`config.mk`:
```
export PLATFORM = sky130hd
export DESIGN_NAME = cron_job_table_matcher_top_flat
export DESIGN_NICKNAME = d
export VERILOG_FILES = /design/src/rtl/cjtm_pkg.sv /design/src/rtl/cjtm_req_if.sv /design/src/rtl/cjtm_rsp_if.sv /design/src/rtl/cjtm_cell.sv /design/src/rtl/cron_job_table_matcher_top.sv /design/src/flat_wrapper.sv
export SDC_FILE = /design/constraint.sdc
export NUM_CORES = 1
export LEC_CHECK = 0
export BUFFER_PORTS_ARGS = -buffer_cell sky130_fd_sc_hd__buf_2
export CAP_MARGIN = 20
export CORE_MARGIN = 8
export CORE_UTILIZATION = 50
export DETAILED_ROUTE_END_ITERATION = 10
export PLACE_DENSITY = 0.68
export SLEW_MARGIN = 20
export SYNTH_ARGS = -nofsm -noshare
export SYNTH_HDL_FRONTEND = slang
export SYNTH_SLANG_ARGS = --single-unit
```
`constraint.sdc`:
```
create_clock -name clk -period 8.6 [get_ports clk]
set_clock_uncertainty 0.1 [all_clocks]
set_input_delay 0.43 -clock clk [delete_from_list [all_inputs] [get_ports clk]]
set_output_delay 0.43 -clock clk [all_outputs]
set_load 0.05 [all_outputs]
```
`src/rtl/cjtm_pkg.sv`:
```
`default_nettype none
// ---------------------------------------------------------------------------
// cjtm_pkg: shared types and constants for the cron job table matcher
// Field widths, wildcard codes, result status codes and the stored entry.
// ---------------------------------------------------------------------------
package cjtm_pkg;

  localparam int MIN_W = 6;
  localparam int HOUR_W = 5;
  localparam int DOM_W = 6;
  localparam int MON_W = 4;
  localparam int DOW_W = 4;
  localparam int STATUS_W = 2;
  localparam int INDEX_W = 4;
  localparam int FOUND_W = 5;

  localparam logic [MIN_W-1:0] WILD_MIN = 6'd63;
  localparam logic [HOUR_W-1:0] WILD_HOUR = 5'd31;
  localparam logic [DOM_W-1:0] WILD_DOM = 6'd63;
  localparam logic [MON_W-1:0] WILD_MON = 4'd15;
  localparam logic [DOW_W-1:0] WILD_DOW = 4'd15;
  localparam logic [DOW_W-1:0] DOW_SUN7 = 4'd7;

  // a tick reports at most this many matches
  localparam logic [FOUND_W-1:0] RES_LIMIT = 5'd16;

  typedef enum logic [STATUS_W-1:0] {
    ST_ADDED = 2'd0,
    ST_FULL  = 2'd1,
    ST_MATCH = 2'd2,
    ST_NONE  = 2'd3
  } cjtm_status_t;

  typedef struct packed {
    logic [MIN_W-1:0]  minute;
    logic [HOUR_W-1:0] hour;
    logic [DOM_W-1:0]  dom;
    logic [MON_W-1:0]  month;
    logic [DOW_W-1:0]  weekday;
    logic              action;
  } cjtm_entry_t;

  // per-cell control from the sequencer
  typedef struct packed {
    logic wr;     // store the request as this cell's entry
    logic load;   // capture the match flag for the current tick
    logic shift;  // take the neighbor's match flag
  } cjtm_cell_ctl_t;

  // weekday 7 is Sunday, same as 0
  function automatic logic [DOW_W-1:0] norm_dow(input logic [DOW_W-1:0] d);
    norm_dow = (d == DOW_SUN7) ? '0 : d;
  endfunction

endpackage : cjtm_pkg
`default_nettype wire

```
`src/rtl/cjtm_req_if.sv`:
```
`default_nettype none
// ---------------------------------------------------------------------------
// cjtm_req_if: request channel
// valid/ready handshake carrying one add or tick request per beat.
// ---------------------------------------------------------------------------
interface cjtm_req_if import cjtm_pkg::*; ();
  logic              valid;
  logic              ready;
  logic              req_type;
  logic [MIN_W-1:0]  minute_value;
  logic [HOUR_W-1:0] hour_value;
  logic [DOM_W-1:0]  day_of_month_value;
  logic [MON_W-1:0]  month_value;
  logic [DOW_W-1:0]  weekday_value;
  logic              has_action;

  modport source (
    output valid, req_type, minute_value, hour_value, day_of_month_value,
           month_value, weekday_value, has_action,
    input  ready
  );
  modport sink (
    input  valid, req_type, minute_value, hour_value, day_of_month_value,
           month_value, weekday_value, has_action,
    output ready
  );
endinterface : cjtm_req_if
`default_nettype wire

```
`src/rtl/cjtm_rsp_if.sv`:
```
`default_nettype none
// ---------------------------------------------------------------------------
// cjtm_rsp_if: result channel
// valid/ready handshake carrying one result per beat.
// ---------------------------------------------------------------------------
interface cjtm_rsp_if import cjtm_pkg::*; ();
  logic                valid;
  logic                ready;
  logic [STATUS_W-1:0] status;
  logic [INDEX_W-1:0]  job_index;
  logic                last;

  modport source (output valid, status, job_index, last, input ready);
  modport sink (input valid, status, job_index, last, output ready);
endinterface : cjtm_rsp_if
`default_nettype wire

```
`src/rtl/cjtm_cell.sv`:
```
`default_nettype none
// ---------------------------------------------------------------------------
// cjtm_cell: one job table slot
// Holds one entry, compares it against the tick time, and passes its match
// flag down the chain toward slot 0 during a scan.
// ---------------------------------------------------------------------------
module cjtm_cell import cjtm_pkg::*; (
  input  wire                 clk,
  input  wire                 rst,
  input  wire cjtm_cell_ctl_t ctl,
  input  wire cjtm_entry_t    din,
  input  wire                 hit_in,
  output logic                hit_out
);

  cjtm_entry_t entry;
  logic        hit;
  logic        match;

  always_comb begin
    match = entry.action
      && (entry.minute == WILD_MIN || entry.minute == din.minute)
      && (entry.hour == WILD_HOUR || entry.hour == din.hour)
      && (entry.dom == WILD_DOM || entry.dom == din.dom)
      && (entry.month == WILD_MON || entry.month == din.month)
      && (entry.weekday == WILD_DOW
          || norm_dow(entry.weekday) == norm_dow(din.weekday));
  end

  always_ff @(posedge clk) begin
    if (ctl.wr) begin
      entry <= din;
    end
  end

  always_ff @(posedge clk) begin
    if (rst) begin
      hit <= 1'b0;
    end else if (ctl.load) begin
      hit <= match;
    end else if (ctl.shift) begin
      hit <= hit_in;
    end
  end

  assign hit_out = hit;

endmodule : cjtm_cell
`default_nettype wire

```
`src/rtl/cron_job_table_matcher_top.sv`:
```
`default_nettype none
// ---------------------------------------------------------------------------
// cron_job_table_matcher_top: cron job table with in-order tick matching
// Row of job cells plus a scan sequencer and a registered result stage.
// ---------------------------------------------------------------------------
// An add request is written into the next free cell and answered with
// "added" and its index, or "full" once MAX_JOBS are held. A tick request
// makes every cell compare its entry with the time in the same cycle; the
// match flags then shift toward cell 0, one cell per cycle unless a held hit
// waits for a free result slot, and the sequencer reports hits in insertion
// order. From its accept to the next accept a tick occupies the block for
// capture, one shift per stored job, the end-of-scan check and the closing
// result, and waits while the result side stalls. One hit is held back until
// the next one or the end of the scan is seen, so the closing result carries
// the last mark; a tick with no hits yields a single "no match" result. At
// most 16 matches are reported. The result register lets a new request be
// accepted in the same cycle that a waiting result is taken.
// ---------------------------------------------------------------------------
module cron_job_table_matcher_top import cjtm_pkg::*; #(
  parameter int MAX_JOBS = 16
) (
  input  wire         clk,
  input  wire         rst,
  cjtm_req_if.sink    request,
  cjtm_rsp_if.source  result
);

  localparam int CW = $clog2(MAX_JOBS + 1);

  typedef enum logic [1:0] {S_IDLE, S_SCAN, S_FINISH} state_t;

  state_t               state;
  logic [CW-1:0]        count;     // stored jobs
  logic [CW-1:0]        scan_idx;  // index of the flag now at cell 0
  logic [FOUND_W-1:0]   found;     // hits reported so far this tick
  logic                 pending_v; // a hit waits for its last mark
  logic [INDEX_W-1:0]   pending_idx;

  logic                 out_valid;
  cjtm_status_t         out_status;
  logic [INDEX_W-1:0]   out_idx;
  logic                 out_last;

  logic                 out_free;
  logic                 accept;
  logic                 add_write;
  logic                 full;
  logic                 scan_done;
  logic                 take_hit;
  logic                 shift;
  logic                 out_load;
  cjtm_status_t         out_status_next;
  logic [INDEX_W-1:0]   out_idx_next;
  logic                 out_last_next;

  cjtm_entry_t          din;
  cjtm_cell_ctl_t       ctl [MAX_JOBS];
  logic [MAX_JOBS:0]    hit_chain;

  assign out_free = !out_valid || result.ready;
  assign request.ready = (state == S_IDLE) && out_free;
  assign accept = request.valid && request.ready;
  assign full = (count == CW'(MAX_JOBS));
  assign add_write = accept && !request.req_type && !full;
  assign scan_done = (scan_idx == count) || (found == RES_LIMIT);

  // request fields double as the new entry and as the tick time
  assign din = '{minute:  request.minute_value,
                 hour:    request.hour_value,
                 dom:     request.day_of_month_value,
                 month:   request.month_value,
                 weekday: request.weekday_value,
                 action:  request.has_action};

  always_comb begin
    take_hit        = 1'b0;
    shift           = 1'b0;
    out_load        = 1'b0;
    out_status_next = ST_NONE;
    out_idx_next    = '0;
    out_last_next   = 1'b1;
    unique case (state)
      S_IDLE: begin
        if (accept && !request.req_type) begin
          out_load        = 1'b1;
          out_status_next = full ? ST_FULL : ST_ADDED;
          out_idx_next    = full ? '0 : INDEX_W'(count);
        end
      end
      S_SCAN: begin
        if (!scan_done) begin
          if (hit_chain[0]) begin
            // the held hit can go out only if the result slot is free
            if (!pending_v || out_free) begin
              take_hit        = 1'b1;
              shift           = 1'b1;
              out_load        = pending_v;
              out_status_next = ST_MATCH;
              out_idx_next    = pending_idx;
              out_last_next   = 1'b0;
            end
          end else begin
            shift = 1'b1;
          end
        end
      end
      S_FINISH: begin
        if (out_free) begin
          out_load        = 1'b1;
          out_status_next = pending_v ? ST_MATCH : ST_NONE;
          out_idx_next    = pending_v ? pending_idx : '0;
        end
      end
      default: begin
        out_load = 1'b0;
      end
    endcase
  end

  always_ff @(posedge clk) begin
    if (rst) begin
      state     <= S_IDLE;
      count     <= '0;
      scan_idx  <= '0;
      found     <= '0;
      pending_v <= 1'b0;
      out_valid <= 1'b0;
    end else begin
      if (out_load) begin
        out_valid <= 1'b1;
      end else if (result.ready) begin
        out_valid <= 1'b0;
      end
      if (add_write) begin
        count <= count + CW'(1);
      end
      unique case (state)
        S_IDLE: begin
          if (accept && request.req_type) begin
            state     <= S_SCAN;
            scan_idx  <= '0;
            found     <= '0;
            pending_v <= 1'b0;
          end
        end
        S_SCAN: begin
          if (scan_done) begin
            state <= S_FINISH;
          end else if (shift) begin
            scan_idx <= scan_idx + CW'(1);
          end
          if (take_hit) begin
            pending_v <= 1'b1;
            found     <= found + FOUND_W'(1);
          end
        end
        S_FINISH: begin
          if (out_free) begin
            state     <= S_IDLE;
            pending_v <= 1'b0;
          end
        end
        default: begin
          state <= S_IDLE;
        end
      endcase
    end
  end

  always_ff @(posedge clk) begin
    if (take_hit) begin
      pending_idx <= INDEX_W'(scan_idx);
    end
    if (out_load) begin
      out_status <= out_status_next;
      out_idx    <= out_idx_next;
      out_last   <= out_last_next;
    end
  end

  assign result.valid     = out_valid;
  assign result.status    = out_status;
  assign result.job_index = out_idx;
  assign result.last      = out_last;

  // cell row; flags move from cell i+1 to cell i
  assign hit_chain[MAX_JOBS] = 1'b0;

  for (genvar i = 0; i < MAX_JOBS; i++) begin : g_cell
    assign ctl[i] = '{wr:    add_write && (count == CW'(i)),
                      load:  accept && request.req_type,
                      shift: shift};
    cjtm_cell u_cell (
      .clk     (clk),
      .rst     (rst),
      .ctl     (ctl[i]),
      .din     (din),
      .hit_in  (hit_chain[i+1]),
      .hit_out (hit_chain[i])
    );
  end

`ifndef ASSERT_OFF
  a_count_range: assert property (@(posedge clk) disable iff (rst)
    count <= CW'(MAX_JOBS))
    else $error("job count beyond table size");

  a_found_range: assert property (@(posedge clk) disable iff (rst)
    found <= RES_LIMIT)
    else $error("more matches than the result limit");

  a_scan_bound: assert property (@(posedge clk) disable iff (rst)
    (state == S_SCAN) |-> (scan_idx <= count))
    else $error("scan ran past the stored jobs");

  a_tick_starts_scan: assert property (@(posedge clk) disable iff (rst)
    (accept && request.req_type) |=> (state == S_SCAN && scan_idx == '0))
    else $error("tick did not start a scan");

  a_none_only_empty: assert property (@(posedge clk) disable iff (rst)
    (out_load && out_status_next == ST_NONE) |-> (!pending_v && found == '0))
    else $error("no-match result after a hit");
`endif

endmodule : cron_job_table_matcher_top
`default_nettype wire
```
`src/flat_wrapper.sv`:
```
// flat-port wrapper written by rule: the top's interface ports become plain ports
module cron_job_table_matcher_top_flat import cjtm_pkg::*;
#(
  parameter int MAX_JOBS = 16
)
  (clk, rst, request_valid, request_req_type, request_minute_value, request_hour_value, request_day_of_month_value, request_month_value, request_weekday_value, request_has_action, request_ready, result_valid, result_status, result_job_index, result_last, result_ready);
  cjtm_req_if request_i ();
  cjtm_rsp_if result_i ();
  input  wire clk;
  input  wire rst;
  input wire logic [$bits(request_i.valid)-1:0] request_valid;
  input wire logic [$bits(request_i.req_type)-1:0] request_req_type;
  input wire logic [$bits(request_i.minute_value)-1:0] request_minute_value;
  input wire logic [$bits(request_i.hour_value)-1:0] request_hour_value;
  input wire logic [$bits(request_i.day_of_month_value)-1:0] request_day_of_month_value;
  input wire logic [$bits(request_i.month_value)-1:0] request_month_value;
  input wire logic [$bits(request_i.weekday_value)-1:0] request_weekday_value;
  input wire logic [$bits(request_i.has_action)-1:0] request_has_action;
  output wire logic [$bits(request_i.ready)-1:0] request_ready;
  output wire logic [$bits(result_i.valid)-1:0] result_valid;
  output wire logic [$bits(result_i.status)-1:0] result_status;
  output wire logic [$bits(result_i.job_index)-1:0] result_job_index;
  output wire logic [$bits(result_i.last)-1:0] result_last;
  input wire logic [$bits(result_i.ready)-1:0] result_ready;
  assign request_i.valid = request_valid;
  assign request_i.req_type = request_req_type;
  assign request_i.minute_value = request_minute_value;
  assign request_i.hour_value = request_hour_value;
  assign request_i.day_of_month_value = request_day_of_month_value;
  assign request_i.month_value = request_month_value;
  assign request_i.weekday_value = request_weekday_value;
  assign request_i.has_action = request_has_action;
  assign request_ready = request_i.ready;
  assign result_valid = result_i.valid;
  assign result_status = result_i.status;
  assign result_job_index = result_i.job_index;
  assign result_last = result_i.last;
  assign result_i.ready = result_ready;
  cron_job_table_matcher_top #(.MAX_JOBS(MAX_JOBS)) u_core (.clk(clk), .rst(rst), .request(request_i), .result(result_i));
endmodule
```
==> results of run 1 <==
## layout make-up
type | instances | area, um2
fill | 3425 | 18900
sequential | 462 | 13500
multi-input combinational | 1124 | 7810
clock buffer | 60 | 1270
tap | 585 | 732
timing repair buffer | 61 | 360
clock inverter | 27 | 280
inverter | 46 | 173
antenna | 1 | 2.50
## cells by family after synthesis
kind of cell,share of synthesized area [%]
adders and majority gates,0.745
muxes,0.585
buffers and inverters,2.49
xor gates and xnor gates,14.0
and+or+nand+nor,11.7
AOI/OAI and AO/OA,8.57
DFF,62.0
## registers in the layout (all words and copies together) (netlist names)
| signal | flops |
|---|---|
| u_core.result.status | 2 |
| u_core.result.last | 1 |
| u_core.pending_v | 1 |
| u_core.g_cell.u_cell.hit_out | 16 |
| u_core.state | 2 |
| u_core.g_cell.u_cell.entry | 416 |
| u_core.found | 5 |
| u_core.result.job_index | 4 |
| u_core.count | 5 |
| u_core.scan_idx | 5 |
| u_core.result.valid | 1 |
| u_core.pending_idx | 4 |
## layout by cell type, fill, tap and decap left out, drive strengths merged, types with 5 or more instances in the layout
master and count:
mux2 6, dfxtp 35, and3 9, buf 61, a31oi 12, o211ai 18
o221ai 5, and4 9, o41ai 10, nand3b 9, clkinv 21, inv 47
a311oi 5, nor2b 6, o2111ai 5, nand2 122, a22oi 6, mux2i 6
clkbuf 60, a22o 9, a221oi 17, xnor2 188, nand4 83, a41oi 6
nor3 34, nand3 55, nand4b 12, a21oi 39, or4 9, edfxtp 427
a211oi 13, or2 8, xor2 160, nor2 70, nand2b 11, o22ai 23
o21ai 59, ha 13, nor4 25, and2 11
## worst max-delay path: stages, from the launching register on
cell and delay [ns]:
dfxtp_1 0.33, inv_1 0.11, ha_1 0.23, nand4b_1 0.34
nor2_1 0.31, nand2_1 0.21, nor3_2 0.70, buf_4 0.41
## Yosys cell counts, types with 16 or more instances
| library cell | number |
|---|---|
| o22ai_1 | 23 |
| nor3_1 | 33 |
| nor2_1 | 70 |
| buf_2 | 33 |
| edfxtp_1 | 427 |
| nand2_1 | 121 |
| inv_1 | 44 |
| xor2_1 | 160 |
| nor4_1 | 25 |
| nand3_1 | 55 |
| o211ai_1 | 18 |
| clkbuf_1 | 41 |
| a221oi_1 | 16 |
| dfxtp_1 | 35 |
| o21ai_0 | 59 |
| xnor2_1 | 188 |
| a21oi_1 | 39 |
| nand4_1 | 83 |
## routing by layer
layer  part of all wire (%)  vias up  global-route usage [%]  wire (um)
met4                    4.2        0                    8.97       2100
li1                       -     6506                       -          -
met3                    6.0      108                    3.51       3000
met5                      0        -                       0          0
met2                     46      457                    31.2      22800
met1                     44     6887                    27.0      22100
## worst max-delay path by stage
| stage | end | slack (ns) | start | cells past startpoint |
|---|---|---|---|---|
| final | u_core.g_cell[1].u_cell.entry[21] | 5.52 | u_core.state[0] | 7 |
| after detailed placement | u_core.g_cell[3].u_cell.entry[16] | 5.33 | result_ready | 7 |
| after global placement | u_core.g_cell[3].u_cell.entry[15] | 5.43 | result_ready | 7 |
| after global routing | u_core.g_cell[1].u_cell.entry[22] | 5.29 | u_core.state[0] | 7 |
| after CTS | u_core.g_cell[3].u_cell.entry[22] | 5.39 | u_core.state[0] | 7 |
| after floorplan | u_core.g_cell[0].u_cell.entry[0] | 4.99 | u_core.result.valid | 5 |
## power by group through the flow
stage	Sequential, W	Clock (W)	Combinational (W)
after floorplan	0.00263	0	0.000345
after global placement	0.00261	0	0.000517
after detailed placement	0.00261	0	0.000526
after CTS	0.00256	0.00208	0.000528
after global routing	0.00257	0.00217	0.000582
final	0.00256	0.00203	0.000527
## stage by stage
stage	instances	area [um2]
after detailed placement	2278	22600
after floorplan	1715	21800
after global routing	2365	24100
after global placement	2278	22600
final	2366	24100
after CTS	2365	24100
==> impl_results.rst, run 1 <==
.. list-table::
   :header-rows: 1

   * - Metric
     - Value
   * - CP Data Arrival Time
     - 3.25 ns
   * - Post-CTS setup buffer count
     - 0
   * - Post-CTS resize count
     - 0
   * - Cell count of the worst reg-to-reg path
     - 7
   * - Startpoint class of the critical path
     - flip-flop
   * - Switching share of total power
     - 24.6%
   * - Share of layout cells above drive strength 1
     - 9.66%
   * - End-of-flow core utilization
     - 56.1%
   * - Largest net degree at the start of global routing
     - 58
   * - Part of the power in registers
     - 50.0%
   * - RSZ-0062 raised after global routing
     - no
   * - Number of max-cap violations
     - 0
   * - Router iterations before antenna repair
     - 5
   * - Initial core utilization
     - 50.7%
   * - Max clock buf depth
     - 3
   * - Crit path kind
     - flip-flop to flip-flop
   * - Average vias per placed instance
     - 5.90
   * - Min cycle time layout
     - 3.08 ns
   * - Hold Path End
     - u_core.result.valid
   * - Final Slew Violations
     - 0
   * - GRT overflow
     - 0
   * - Worst hold path type
     - input port to flip-flop
   * - TritonCTS Buffers
     - 49
   * - Wirelength per Cell
     - 21.2 um
   * - Post-Synthesis Cells
     - 1,715
   * - Die footprint
     - 50,600 um2
   * - Clock latency of the later-clocked register in the worst-skew pair
     - 0.60 ns
   * - Unique masters post-synth
     - 78
   * - Worst setup timing slack at the placement stage
     - 5.33 ns
   * - Hold_buf cts
     - 0
   * - Estimated wirelength of the detail-placed design
     - 31.2 mm
   * - I/O pin count
     - 40
   * - Clock-pin transition on the worst setup and hold timing paths
     - 0.06 ns
   * - Worst hold slack after final layout
     - 0.168 ns
   * - FF-to-FF End
     - u_core.g_cell[1].u_cell.entry[21]
   * - DR vias
     - 14,000
   * - Global Route Usage Sum
     - 19.9%
   * - Cell leakage power
     - 7.71 nW
   * - Worst hold path depth
     - 3
   * - Final period utilization
     - 35.8%
   * - Clock Sinks
     - 462
   * - Horizontal extent of the die
     - 225 um
   * - Iter 0 DRT Violations
     - 997
   * - Post-synthesis area per instance
     - 12.7 um2
   * - Placement Rows
     - 76
   * - Cell accounting for the most synthesized area
     - edfxtp_1
   * - IO buf count
     - 39
   * - Core area
     - 43,100 um2
   * - Status
     - finished, final reports clean
   * - Largest fanout on the critical path
     - 17
   * - Post-synth net total
     - 1,759
   * - H-tree levels
     - 2
   * - Top FF cell, synth
     - edfxtp_1
   * - Number of synthesized flops with an enable pin
     - 427
   * - Share of the yosys chip area belonging to registers
     - 62.0%
   * - Post-synthesis async set-or-reset flop share
     - 0%
   * - Global placement routability congestion
     - 0.873
   * - Top cells by area, synth
     - edfxtp_1 59%, xnor2_1 7.5%, xor2_1 6.4%
   * - Buffer cell driving the clock tree root
     - clkbuf_16
   * - Final worst-path setup slack
     - 5.52 ns
   * - FF-to-FF setup slack
     - 5.52 ns
   * - Part of the power in combinational logic
     - 10.3%
   * - Antenna violations before repair
     - 1
   * - Nets
     - 1,788
   * - Fin Setup TNS
     - 0 ns
   * - Power consumption
     - 0.00512 W
   * - Top-area cell type share of the netlist area
     - 58.8%
   * - Global-route wire length before repair
     - 78.8 mm
   * - Final Setup Violations
     - 0
   * - Worst reg2reg startpoint
     - u_core.state[0]
   * - Worst Hold Launch
     - result_ready
   * - Post-synthesis to final-layout area growth
     - 10.7%
   * - Clock share of power
     - 39.7%
   * - Max frequency
     - 324 MHz
   * - Die H
     - 225 um
   * - Detailed-route DRC error count
     - 0
   * - Clock tree from TritonCTS
     - done
   * - Max-slew headroom at the worst pin
     - 38.0%
   * - DRT Wirelength
     - 50.0 mm
   * - Crit end category
     - flip-flop
   * - Number of synthesized register bits
     - 462
   * - Worst VDD drop
     - 0.189 mV
   * - Post-Syn Area
     - 21,800 um2
   * - Antenna Nets Post-Route
     - 0
   * - Power density over the cells
     - 212 nW/um2
   * - Synthesis warning total
     - 0
   * - Via count of the first global-routing pass
     - 13,900
   * - Internal power component
     - 0.00386 W
   * - Number of failing hold endpoints at the final stage
     - 0
   * - Net Switching
     - 0.00126 W
   * - Critical path data required time
     - 8.77 ns
   * - Transition time of the tightest slew-check pin
     - 0.930 ns
No activity file was read; power rests on OpenSTA's default activity.
==> run 2: changes to the inputs <==
--- a/config.mk
+++ b/config.mk
@@ -10,7 +10,7 @@
 export CORE_MARGIN = 8
 export CORE_UTILIZATION = 50
 export DETAILED_ROUTE_END_ITERATION = 10
-export PLACE_DENSITY = 0.68
+export PLACE_DENSITY = 0.7
 export SLEW_MARGIN = 20
 export SYNTH_ARGS = -nofsm -noshare
 export SYNTH_HDL_FRONTEND = slang
==> constraint.sdc (replaced) <==
create_clock -name clk -period 2.7 [get_ports clk]
set_clock_uncertainty 0.1 [all_clocks]
set_input_delay 0.135 -clock clk [delete_from_list [all_inputs] [get_ports clk]]
set_output_delay 0.135 -clock clk [all_outputs]
set_load 0.05 [all_outputs]
==> run 2 against run 1 <==
Die area is the same. Design area increased by 5.2%. Total power grew to 3.2 times the previous value. Critical path depth grew 1. Sequential power grew to 3.2 times the previous value. Clock power grew to 3.1 times the previous value. Non-clock buffer count is 129 higher. First-iteration DRC count rose by 33%. Worst setup slack got worse by 5.4 ns. Hold slack worse by 0.12 ns. Flip-flop and latch count unchanged. Critical path type unchanged. Largest cell class unchanged.
==> impl_results.rst, run 2 (synthesis results as in run 1) <==
.. list-table::
   :header-rows: 1

   * - Metric
     - Value
   * - Status
     - finished, final reports clean
   * - Final worst-path setup slack
     - 0.133 ns
   * - GRT overflow
     - 0
   * - Family with the most delay on the worst path
     - simple AND/OR/NAND/NOR gates
   * - Average vias per placed instance
     - 5.78
   * - Global placement routability congestion
     - 0.872
   * - Die H
     - 225 um
   * - Worst reg2reg startpoint
     - u_core.state[0]
   * - Crit path kind
     - flip-flop to flip-flop
   * - Cell at the slowest stage of the critical path
     - or3_1
   * - Buffer cell driving the clock tree root
     - clkbuf_16
   * - Clock latency of the later-clocked register in the worst-skew pair
     - 0.58 ns
   * - Worst hold path depth
     - 3
   * - Largest Register
     - u_core.g_cell.u_cell.entry
   * - Startpoint class of the critical path
     - flip-flop
   * - Max clock buf depth
     - 3
   * - Worst setup timing slack at the placement stage
     - 0.125 ns
   * - I/O pin count
     - 40
   * - Highest-count cells in the layout ignoring fill and taps
     - 427 x edfxtp_1, 188 x xnor2_1, 160 x xor2_1
   * - N_diodes
     - 0
   * - Max-slew headroom at the worst pin
     - 42.2%
   * - Worst hold slack after final layout
     - 0.0531 ns
   * - Hold Path End
     - u_core.count[4]
   * - Placement Rows
     - 76
   * - H-tree levels
     - 2
   * - Wirelength per Cell
     - 20.4 um
   * - TritonCTS Buffers
     - 48
   * - Clock Sinks
     - 462
   * - Largest fanout on the critical path
     - 5
   * - Final Slew Violations
     - 0
   * - Placed cell areas
     - 23,600 um2
   * - Total met3 wirelength after detailed routing
     - 3.36 mm
   * - Clock tree from TritonCTS
     - done
   * - Critical path data required time
     - 3.11 ns
   * - Horizontal extent of the die
     - 225 um
   * - Number of max-cap violations
     - 0
   * - Clock-pin transition on the worst setup and hold timing paths
     - 0.06 ns
   * - DRT Wirelength
     - 50.7 mm
   * - FF-to-FF End
     - u_core.g_cell[4].u_cell.hit_out
   * - Final Setup Violations
     - 0
   * - Power density over the cells
     - 641 nW/um2
   * - Crit end category
     - flip-flop
   * - Initial core utilization
     - 50.7%
   * - Router iterations before antenna repair
     - 6
   * - Antenna violations before repair
     - 2
   * - Share of layout cells above drive strength 1
     - 14.3%
   * - Iter 0 DRT Violations
     - 1,328
   * - Source of the critical timing path
     - u_core.state[0]
   * - Worst Hold Launch
     - request_valid
   * - Cell count of the worst reg-to-reg path
     - 8
   * - Max frequency
     - 390 MHz
   * - Met2 wire len
     - 23.9 mm
   * - Nets
     - 1,916
   * - Power consumption
     - 0.0163 W
   * - Number of flip-flops under the largest register name
     - 416
   * - Cell leakage power
     - 8.35 nW
   * - Number of failing hold endpoints at the final stage
     - 0
   * - Post-Layout Cell Count
     - 2,490
   * - CP Data Arrival Time
     - 2.97 ns
   * - Uppermost signal routing layer after detailed routing
     - met4
   * - Global Route Usage Sum
     - 20.0%
   * - Post-synthesis to final-layout area growth
     - 16.4%
   * - Chain of cells forming the critical path
     - inv_1 > ha_1 > inv_2 > or3_1 > a311oi_2 > nand4_1 > or4_1 > a221oi_2
   * - RSZ-0062 raised after global routing
     - no
   * - Die footprint
     - 50,600 um2
   * - Largest net degree at the start of global routing
     - 30
   * - Via count of the first global-routing pass
     - 14,100
   * - Worst VDD drop
     - 0.502 mV
   * - Global-route wire length before repair
     - 79.4 mm
   * - Post-layout instance area
     - 25,400 um2
   * - # placed instances
     - 2,378
   * - DR vias
     - 14,400
   * - Final period utilization
     - 95.1%
   * - Number of buffers and inverters on the critical path
     - 2
   * - Transition time of the tightest slew-check pin
     - 0.857 ns
   * - Worst hold path type
     - input port to flip-flop
   * - Min cycle time layout
     - 2.57 ns
   * - Met1 WL
     - 22.1 mm
   * - Delay contributed by the slowest stage of the critical path
     - 0.54 ns
   * - FF-to-FF setup slack
     - 0.13 ns
   * - Core area
     - 43,100 um2
   * - Estimated wirelength of the detail-placed design
     - 34.6 mm
   * - IO buf count
     - 39
   * - Commonest non-fill, non-tap cell in the layout
     - edfxtp_1
   * - Antenna Nets Post-Route
     - 0
   * - Detailed-route DRC error count
     - 0
## run 2: area by class of cell
class                      instances  area [um2]
timing repair buffer             190        1660
tap                              585         732
sequential                       462       13500
clock inverter                    17         146
inverter                          46         173
clock buffer                      66        1330
multi-input combinational       1124        7840
fill                            3365       17700
## run 2: worst max-delay path by stage
stage          cells after the start                               end  slack (ns)
2_1_floorplan                      5  u_core.g_cell[4].u_cell.entry[0]       -0.22
3_3_place_gp                       8   u_core.g_cell[4].u_cell.hit_out        0.18
3_5_place_dp                       8   u_core.g_cell[4].u_cell.hit_out        0.12
4_1_cts                            8   u_core.g_cell[4].u_cell.hit_out        0.11
5_1_grt                            8   u_core.g_cell[4].u_cell.hit_out        0.02
6_report                           8   u_core.g_cell[4].u_cell.hit_out        0.13
## run 2: power by group
| part | internal [W] | switching (W) | leakage (nW) |
|---|---|---|---|
| clock | 0.00355 | 0.00266 | 0.718 |
| sequential | 0.00804 | 0.000109 | 4.13 |
| combinational | 0.000729 | 0.00120 | 3.50 |
## run 2: through the flow
| step | setup TNS [ns] | util, % |
|---|---|---|
| 2_1_floorplan | -70.01 | - |
| 3_3_place_gp | 0 | 54.9 |
| 3_5_place_dp | 0 | 54.9 |
| 4_1_cts | 0 | 59.0 |
| 5_1_grt | 0 | 59.0 |
| 6_report | 0 | 59.0 |
## run 2: repair_timing
item	4_1_cts	5_1_grt
hold buffers	29	0
setup endpoints to repair	0	23
endpoints found under the hold margin	221	0
resized for setup	0	2
buffers inserted	0	0
## run 2: tightest hold or removal path: cells and delay by family
family                 cells  cell delay, ns
AO/OA/AOI/OAI              1            0.15
AND/OR/NAND/NOR            1            0.28
buffers and inverters      1            0.11
## run 2: routing by layer
metal / GRT usage, % / vias to the layer above
li1: - / 6757
met1: 27.0 / 7069
met2: 32.8 / 467
met3: 3.45 / 88
met4: 6.48 / 0
met5: 0 / -
